**config.mk**
```make
export PLATFORM = sky130hd
export DESIGN_NAME = led_frame_header_parser_top
export DESIGN_NICKNAME = d
export VERILOG_FILES = /design/src/hdl/lfhp_pkg.sv /design/src/hdl/lfhp_core.sv /design/src/hdl/led_frame_header_parser_top.sv
export SDC_FILE = /design/constraint.sdc
export NUM_CORES = 1
export LEC_CHECK = 0
export BUFFER_PORTS_ARGS = -buffer_cell sky130_fd_sc_hd__clkbuf_2
export CORE_UTILIZATION = 50
export DETAILED_ROUTE_END_ITERATION = 10
export GPL_ROUTABILITY_DRIVEN = 0
export PLACE_DENSITY_LB_ADDON = 0.08
export SLEW_MARGIN = 10
export SYNTH_ARGS = -nofsm -noshare
export SYNTH_HDL_FRONTEND = slang
export SYNTH_SLANG_ARGS = --single-unit
export TNS_END_PERCENT = 100
```
**constraint.sdc**
```tcl
create_clock -name clk -period 6.5 [get_ports clk]
set_input_delay 1.3 -clock clk [delete_from_list [all_inputs] [get_ports clk]]
set_output_delay 1.3 -clock clk [all_outputs]
set_load 0.03 [all_outputs]
```
**src/hdl/lfhp_pkg.sv**
```systemverilog
// shared codes and result type for the led frame header parser
`timescale 1ns / 1ps

package lfhp_pkg;

  localparam int DEF_MAX_LEDS = 1024;
  localparam int LED_CNT_W    = 11;
  localparam int BYTE_W       = 8;
  localparam int STATUS_W     = 3;
  localparam int INDEX_W      = 12;
  localparam int PHASE_W      = 3;
  localparam int END_W        = 18;

  localparam logic [LED_CNT_W-1:0] LED_COUNT_RST = 11'd1024;

  localparam logic [BYTE_W-1:0] HDR_A   = 8'h41;
  localparam logic [BYTE_W-1:0] HDR_D   = 8'h64;
  localparam logic [BYTE_W-1:0] HDR_A2  = 8'h61;
  localparam logic [BYTE_W-1:0] CSUM_XOR = 8'h55;

  localparam logic [STATUS_W-1:0] ST_IGNORED  = 3'd0;
  localparam logic [STATUS_W-1:0] ST_PROGRESS = 3'd1;
  localparam logic [STATUS_W-1:0] ST_ACCEPT   = 3'd2;
  localparam logic [STATUS_W-1:0] ST_REJECT   = 3'd3;
  localparam logic [STATUS_W-1:0] ST_STORED   = 3'd4;
  localparam logic [STATUS_W-1:0] ST_DONE     = 3'd5;

  localparam logic [2:0] REG_LED_COUNT = 3'd0;

  typedef struct packed {
    logic [STATUS_W-1:0] status;
    logic                color_write;
    logic [INDEX_W-1:0]  color_addr;
    logic [BYTE_W-1:0]   color_value;
    logic                frame_done;
  } lfhp_result_t;

endpackage

```
**src/hdl/lfhp_core.sv**
```systemverilog
// parser state and per-byte next-state and result logic
`timescale 1ns / 1ps

module lfhp_core #(
  parameter int MAX_LEDS = lfhp_pkg::DEF_MAX_LEDS
) (
  input  logic                           clk,
  input  logic                           rst_n,
  input  logic                           step,
  input  logic [lfhp_pkg::BYTE_W-1:0]    rx_byte,
  input  logic [lfhp_pkg::LED_CNT_W-1:0] led_count,
  output lfhp_pkg::lfhp_result_t         result
);
  import lfhp_pkg::*;

  localparam int POS_W = $clog2(3 * MAX_LEDS + 1);
  localparam logic [END_W-1:0] MAX_END = END_W'(MAX_LEDS);

  localparam logic [PHASE_W-1:0] PH_HUNT  = 3'd0;
  localparam logic [PHASE_W-1:0] PH_GOT_A = 3'd1;
  localparam logic [PHASE_W-1:0] PH_GOT_D = 3'd2;
  localparam logic [PHASE_W-1:0] PH_HIGH  = 3'd3;
  localparam logic [PHASE_W-1:0] PH_LOW   = 3'd4;
  localparam logic [PHASE_W-1:0] PH_CHECK = 3'd5;
  localparam logic [PHASE_W-1:0] PH_COLOR = 3'd6;

  logic [PHASE_W-1:0] phase_r, phase_nxt;
  logic [BYTE_W-1:0]  count_high_r, count_high_nxt;
  logic [BYTE_W-1:0]  count_low_r, count_low_nxt;
  logic [POS_W-1:0]   pos_r, pos_nxt;

  logic [END_W-1:0]         lc_ext, lc_clamp, frame_end, pos_inc_ext;
  logic                     lc_ok, hdr_ok;
  logic [POS_W-1:0]         pos_inc;
  logic [POS_W+INDEX_W-1:0] pos_wide;
  logic [LED_CNT_W-1:0]     lc_m1;

  always_comb begin
    lc_ext = END_W'(led_count);
    lc_ok  = (led_count != '0) && (lc_ext <= MAX_END);
    if (led_count == '0) begin
      lc_clamp = END_W'(1);
    end else if (lc_ext > MAX_END) begin
      lc_clamp = MAX_END;
    end else begin
      lc_clamp = lc_ext;
    end
    frame_end   = lc_clamp + (lc_clamp << 1);
    pos_inc     = pos_r + POS_W'(1);
    pos_inc_ext = END_W'(pos_inc);
    pos_wide    = {{INDEX_W{1'b0}}, pos_r};
    lc_m1       = led_count - LED_CNT_W'(1);
    hdr_ok      = (rx_byte == (count_high_r ^ count_low_r ^ CSUM_XOR)) && lc_ok &&
                  ({count_high_r, count_low_r} == 16'(lc_m1));
  end

  always_comb begin
    phase_nxt      = phase_r;
    count_high_nxt = count_high_r;
    count_low_nxt  = count_low_r;
    pos_nxt        = pos_r;
    result         = '0;
    case (phase_r)
      PH_GOT_A: begin
        if (rx_byte == HDR_D) begin
          phase_nxt     = PH_GOT_D;
          result.status = ST_PROGRESS;
        end else begin
          phase_nxt     = PH_HUNT;
          result.status = ST_REJECT;
        end
      end
      PH_GOT_D: begin
        if (rx_byte == HDR_A2) begin
          phase_nxt     = PH_HIGH;
          result.status = ST_PROGRESS;
        end else begin
          phase_nxt     = PH_HUNT;
          result.status = ST_REJECT;
        end
      end
      PH_HIGH: begin
        count_high_nxt = rx_byte;
        phase_nxt      = PH_LOW;
        result.status  = ST_PROGRESS;
      end
      PH_LOW: begin
        count_low_nxt = rx_byte;
        phase_nxt     = PH_CHECK;
        result.status = ST_PROGRESS;
      end
      PH_CHECK: begin
        if (hdr_ok) begin
          pos_nxt       = '0;
          phase_nxt     = PH_COLOR;
          result.status = ST_ACCEPT;
        end else begin
          phase_nxt     = PH_HUNT;
          result.status = ST_REJECT;
        end
      end
      PH_COLOR: begin
        result.color_write = 1'b1;
        result.color_addr  = pos_wide[INDEX_W-1:0];
        result.color_value = rx_byte;
        pos_nxt            = pos_inc;
        if (pos_inc_ext >= frame_end) begin
          result.frame_done = 1'b1;
          result.status     = ST_DONE;
          phase_nxt         = PH_HUNT;
        end else begin
          result.status = ST_STORED;
        end
      end
      default: begin
        if (rx_byte == HDR_A) begin
          phase_nxt     = PH_GOT_A;
          result.status = ST_PROGRESS;
        end else begin
          phase_nxt = PH_HUNT;
        end
      end
    endcase
  end

  always_ff @(posedge clk) begin
    if (!rst_n) begin
      phase_r      <= PH_HUNT;
      count_high_r <= '0;
      count_low_r  <= '0;
      pos_r        <= '0;
    end else if (step) begin
      phase_r      <= phase_nxt;
      count_high_r <= count_high_nxt;
      count_low_r  <= count_low_nxt;
      pos_r        <= pos_nxt;
    end
  end

  // position never runs past the end of the largest frame
  a_pos_range: assert property (@(posedge clk) disable iff (!rst_n)
    END_W'(pos_r) <= MAX_END + (MAX_END << 1))
    else $error("colour position out of range");

  // a frame starts at position zero
  a_accept_clears: assert property (@(posedge clk) disable iff (!rst_n)
    step && phase_r == PH_CHECK && hdr_ok |=> pos_r == '0 && phase_r == PH_COLOR)
    else $error("accepted header did not start a frame");

  // the hunt is resumed after the last colour byte
  a_done_hunt: assert property (@(posedge clk) disable iff (!rst_n)
    step && result.frame_done |=> phase_r == PH_HUNT)
    else $error("frame end did not return to hunt");

endmodule

```
**src/hdl/led_frame_header_parser_top.sv**
```systemverilog
// top level: input register, parser core, result register and config register
`timescale 1ns / 1ps

//  channel | ports                                         | role
//  in      | in_valid, in_ready, in_rx_byte                 | serial bytes in
//  out     | out_valid, out_ready, out_status, out_color_*, | one result per byte
//          | out_frame_done                                 |
//  cfg     | psel, penable, pwrite, paddr, pwdata, prdata,  | led_count register
//          | pready                                         |
// one byte per cycle sustained while out_ready stays high; a byte passes the input reg, then the result reg
// parser state updates when a byte moves from the input reg into the result reg
// synchronous active-low reset returns to the header hunt, led_count to 1024
// a stalled result holds the input reg, which then drops in_ready

module led_frame_header_parser_top #(
  parameter int MAX_LEDS = lfhp_pkg::DEF_MAX_LEDS
) (
  input  logic                             clk,
  input  logic                             rst_n,
  input  logic                             in_valid,
  output logic                             in_ready,
  input  logic [lfhp_pkg::BYTE_W-1:0]      in_rx_byte,
  output logic                             out_valid,
  input  logic                             out_ready,
  output logic [lfhp_pkg::STATUS_W-1:0]    out_status,
  output logic                             out_color_write,
  output logic [lfhp_pkg::INDEX_W-1:0]     out_color_addr,
  output logic [lfhp_pkg::BYTE_W-1:0]      out_color_value,
  output logic                             out_frame_done,
  input  logic                             psel,
  input  logic                             penable,
  input  logic                             pwrite,
  input  logic [2:0]                       paddr,
  input  logic [31:0]                      pwdata,
  output logic [31:0]                      prdata,
  output logic                             pready
);
  import lfhp_pkg::*;

  logic [LED_CNT_W-1:0] led_count_r;
  logic                 s1_valid_r;
  logic [BYTE_W-1:0]    s1_byte_r;
  logic                 out_valid_r;
  lfhp_result_t         res, out_r;
  logic                 step;

  assign pready = 1'b1;
  assign prdata = (paddr == REG_LED_COUNT) ? {{(32-LED_CNT_W){1'b0}}, led_count_r} : '0;

  always_ff @(posedge clk) begin
    if (!rst_n) begin
      led_count_r <= LED_COUNT_RST;
    end else if (psel && penable && pwrite && paddr == REG_LED_COUNT) begin
      led_count_r <= pwdata[LED_CNT_W-1:0];
    end
  end

  assign step     = s1_valid_r && (!out_valid_r || out_ready);
  assign in_ready = !s1_valid_r || step;

  always_ff @(posedge clk) begin
    if (!rst_n) begin
      s1_valid_r <= 1'b0;
    end else if (in_ready) begin
      s1_valid_r <= in_valid;
    end
  end

  always_ff @(posedge clk) begin
    if (in_ready && in_valid) begin
      s1_byte_r <= in_rx_byte;
    end
  end

  lfhp_core #(
    .MAX_LEDS (MAX_LEDS)
  ) u_core (
    .clk       (clk),
    .rst_n     (rst_n),
    .step      (step),
    .rx_byte   (s1_byte_r),
    .led_count (led_count_r),
    .result    (res)
  );

  always_ff @(posedge clk) begin
    if (!rst_n) begin
      out_valid_r <= 1'b0;
    end else if (step) begin
      out_valid_r <= 1'b1;
    end else if (out_ready) begin
      out_valid_r <= 1'b0;
    end
  end

  always_ff @(posedge clk) begin
    if (step) begin
      out_r <= res;
    end
  end

  assign out_valid       = out_valid_r;
  assign out_status      = out_r.status;
  assign out_color_write = out_r.color_write;
  assign out_color_addr  = out_r.color_addr;
  assign out_color_value = out_r.color_value;
  assign out_frame_done  = out_r.frame_done;

  // colour writes go with stored or done status only
  a_write_status: assert property (@(posedge clk) disable iff (!rst_n)
    out_valid |-> out_color_write == (out_status == ST_STORED || out_status == ST_DONE))
    else $error("color_write disagrees with status");

  // frame end is flagged only with the done status
  a_done_status: assert property (@(posedge clk) disable iff (!rst_n)
    out_valid |-> out_frame_done == (out_status == ST_DONE))
    else $error("frame_done disagrees with status");

  // non-colour results carry zero address and value
  a_idle_payload: assert property (@(posedge clk) disable iff (!rst_n)
    out_valid && !out_color_write |-> out_color_addr == '0 && out_color_value == '0)
    else $error("payload set on a non-colour item");

  // a held input item blocks the input while the result is stalled
  a_stall: assert property (@(posedge clk) disable iff (!rst_n)
    s1_valid_r && out_valid_r && !out_ready |-> !in_ready)
    else $error("input taken while pipeline is full");

endmodule

```
==> key figures <==
Final layout
  – Commonest cells after routing, fill and taps aside: 66 x clkbuf_2, 56 x nand2_1, 44 x dfxtp_1
  – Layout net count: between 600 and 700
  – Fillers: 940
  – Ant. Diodes: 0
  – Share of layout cells above drive strength 1: 0.1511
  – Synthesis-to-layout area growth: 10.03%
  – Commonest non-fill, non-tap cell in the layout: clkbuf_2

Power
  – Reg power frac: 0.536
  – Lkg Pwr: 2.330 nW
  – Overall power: about 0.98 mW
  – Sw Ratio: 0.2677
  – Cell Pwr Density: around 180 mW/mm^2
  – Internal Dissipation: approximately 0.72 mW
  – Clk pwr share: 0.370
  – Sw power: between 0.2 and 0.3 mW
  – Worst VDD drop: approximately 0.13 mV
  – Comb power frac: 0.093

Place
  – Post-Place Worst Slack: ~0.85 ns
  – HPWL Detailed: roughly 8100 um
  – # port buffers: 66

Clocking
  – CTS H-tree depth: 3
  – Post-CTS setup buffers: 0
  – Worst-skew pair later-pin latency: between 0.3 and 0.4 ns
  – Post-CTS sizing: 0
  – CTS tree: built
  – Clock buffer depth: 2
  – Cts hold-fix bufs: 0
  – Clock transition at path regs: about 0.090 ns
  – CTS sink cnt: 77
  – Cts bufs inserted: 9
  – Root Buffer: clkbuf_8

Timing
  – Fin worst setup slack: approximately 0.82 ns
  – Clock Skews: roughly 0.014 ns
  – Unrepaired setup endpoints after global routing: no
  – Setup Total Neg Slack: 0 ns
  – Slew @ Worst Pin: just under 1 ns
  – Final worst path period need: approximately 5.7 ns
  – Max-slew headroom: 0.3390
  – Final hold vios: 0
  – Fmax: 176.0 MHz
  – Final worst-path cycle share: 0.8740
  – Endpoints failing setup: 0
  – Final slew viol count: 0

GRT
  – Initial antenna violation count: 0
  – First-pass GRT wire length: 18,590 um
  – Largest net degree at the start of global routing: 36
  – Total global-route track usage: 0.2303
  – Grt ovf: 0
  – Vias in the first global route: between 3,000 and 4,000

Detailed routing
  – Router iterations before antenna repair: 8
  – Post-route ant nets: 0
  – DR WL/cell: 14.61 um
  – Detailed Route Iter0 Violations: 164
  – DRC violations left: 1
  – Via count: 4,193
  – Vias/cell: approximately 5.6
  – Post-Route WL: approximately 11,000 um

Run status
  – Failing checks: design-rule violations
  – Status: finished, violations left

Logic synthesis
  – Post-synthesis sequential area ratio: 0.3760
  – Synth top area share: 0.1990
  – Post-synth EDFFs: 33
  – Synth top area cells: edfxtp_1 20%, dfxtp_1 18%, ha_1 5.5%, nand2_1 4.2%, a21oi_1 4.0%
  – Mapped Area: 0.004979 mm^2
  – Gate Count Post-Synth: between 500 and 600
  – #FFs+latches synth: slightly below 80
  – Most used DFF post-synth: dfxtp_1
  – Synth async-reset ratio: 0
  – Largest area contributor in the netlist: edfxtp_1
  – Syn_area_per_cell: 8.719 um^2
  – Synth unique cells: 66
  – Ys Warns: 0

Floorplan
  – Die H: 101.8 um
  – Chip Width: roughly 100 um
  – Placeable Area: roughly 0.0097 mm^2
  – Initial Util: 0.5117
  – Die area: ~0.010 mm^2
  – I/O pin cnt: 110
  – Rows: 36

Critical path
  – WP data required: roughly 6.6 ns
  – Arr. time, crit path: approximately 5.8 ns
  – Crit Path Category: reg -> reg
  – Crit end category: flop
  – CP max FO: 9
  – CP startpoint kind: flop

Min path
  – Hold/Removal Path Class: reg -> reg

Job
  – Max Cap Violations: 0
synth_stat cells (all sizes together), types with 3 or more instances:
cell    instances
nand3          26
or4             3
a41oi           4
o31a            4
nand2          56
nor3           13
o31ai           5
buf            26
or3             5
a21oi          40
xor2           14
and3           28
o21ai          21
o311ai          4
dfxtp          44
a211oi          3
nand4           6
o211ai          6
a21o            4
clkbuf         27
a22oi           4
a31oi           7
o21a            3
edfxtp         33
ha             22
xnor2          16
mux2i           9
nor4           12
nand2b         12
nor2           37
and2           14
inv            18
nor2b          10
layer usage:
| layer | part of all wire | GRT usage | vias up |
|---|---|---|---|
| met2 | 0.46 | 0.3669 | 117 |
| met5 | 0 | 0 | - |
| li1 | - | - | 2120 |
| met3 | 0.046 | 0.04279 | 13 |
| met4 | 0.012 | 0.06243 | 0 |
| met1 | 0.48 | 0.3198 | 1943 |
registers in the layout, summed over array words and instances, names as in the netlist:
name                 count
out_color_addr          12
u_core.pos_r            12
led_count_r             11
out_color_value          8
s1_byte_r                8
u_core.count_high_r      8
u_core.count_low_r       8
out_status               3
u_core.phase_r           3
out_color_write          1
out_frame_done           1
out_valid                1
s1_valid_r               1
metrics by stage:
stage	utilization	cell area, um^2	std cells	hold WS [ns]
after detailed placement	0.5428	5281	739	0.4710
after CTS	0.5630	5478	755	0.4853
after global placement	0.5428	5281	739	0.4676
after floorplan	-	5054	591	0.4499
after global routing	0.5630	5478	755	0.5001
final	0.5630	5478	755	0.4900
layout make-up:
type / instances / area, um^2 / share of cell area
tap: 133 / 166.4 / 0.03038
inverter: 19 / 71.32 / 0.01302
sequential: 77 / 1872 / 0.3417
clock buffer: 9 / 123.9 / 0.02261
multi-input combinational: 442 / 2826 / 0.5160
timing repair buffer: 68 / 345.3 / 0.06304
clock inverter: 7 / 72.57 / 0.01325
power groups by stage:
stage	sequential (mW)	combinational [mW]	clock, mW
3_3_place_gp	0.539	0.0908	0
2_1_floorplan	0.547	0.0670	0
5_1_grt	0.530	0.102	0.391
3_5_place_dp	0.539	0.0917	0
4_1_cts	0.528	0.0921	0.371
6_report	0.528	0.0919	0.365
cells by family after synthesis:
logic type               synth area share
flip-flops                         0.3760
XOR/XNOR                          0.06660
adder cells (fa/ha/maj)           0.06132
AND/OR/NAND/NOR                    0.2470
other                            0.001508
buffers and inverters             0.07137
AO/OA/AOI/OAI                      0.1581
multiplexers                      0.01810
path summary, 6_finish.rpt:
kind	startpoint	to	slack [ns]	depth (start not counted)
hold reg to reg	u_core.count_low_r[3]	u_core.count_low_r[3]	0.49	2
setup / recovery	led_count_r[0]	out_status[0]	0.82	22
hold / removal	u_core.count_low_r[3]	u_core.count_low_r[3]	0.49	2
setup reg to reg	led_count_r[0]	out_status[0]	0.82	22
worst max-delay path, stage by stage, from the launching register on:
cell and delay [ns]:
dfxtp_1 0.43, inv_1 0.10, ha_1 0.21, or4b_1 0.59
o31ai_1 0.41, and2_1 0.24, nand2_1 0.11, inv_1 0.10
ha_1 0.17, inv_1 0.05, fa_1 0.39, nand2b_1 0.21
a22oi_1 0.21, o211ai_1 0.18, o21ai_0 0.43, nor3_1 0.11
a211oi_1 0.27, ha_1 0.29, nand4_1 0.10, nor2_1 0.06
a211o_1 0.28, a31oi_1 0.36, a311oi_1 0.08
No activity file was read; power rests on OpenSTA's default activity.
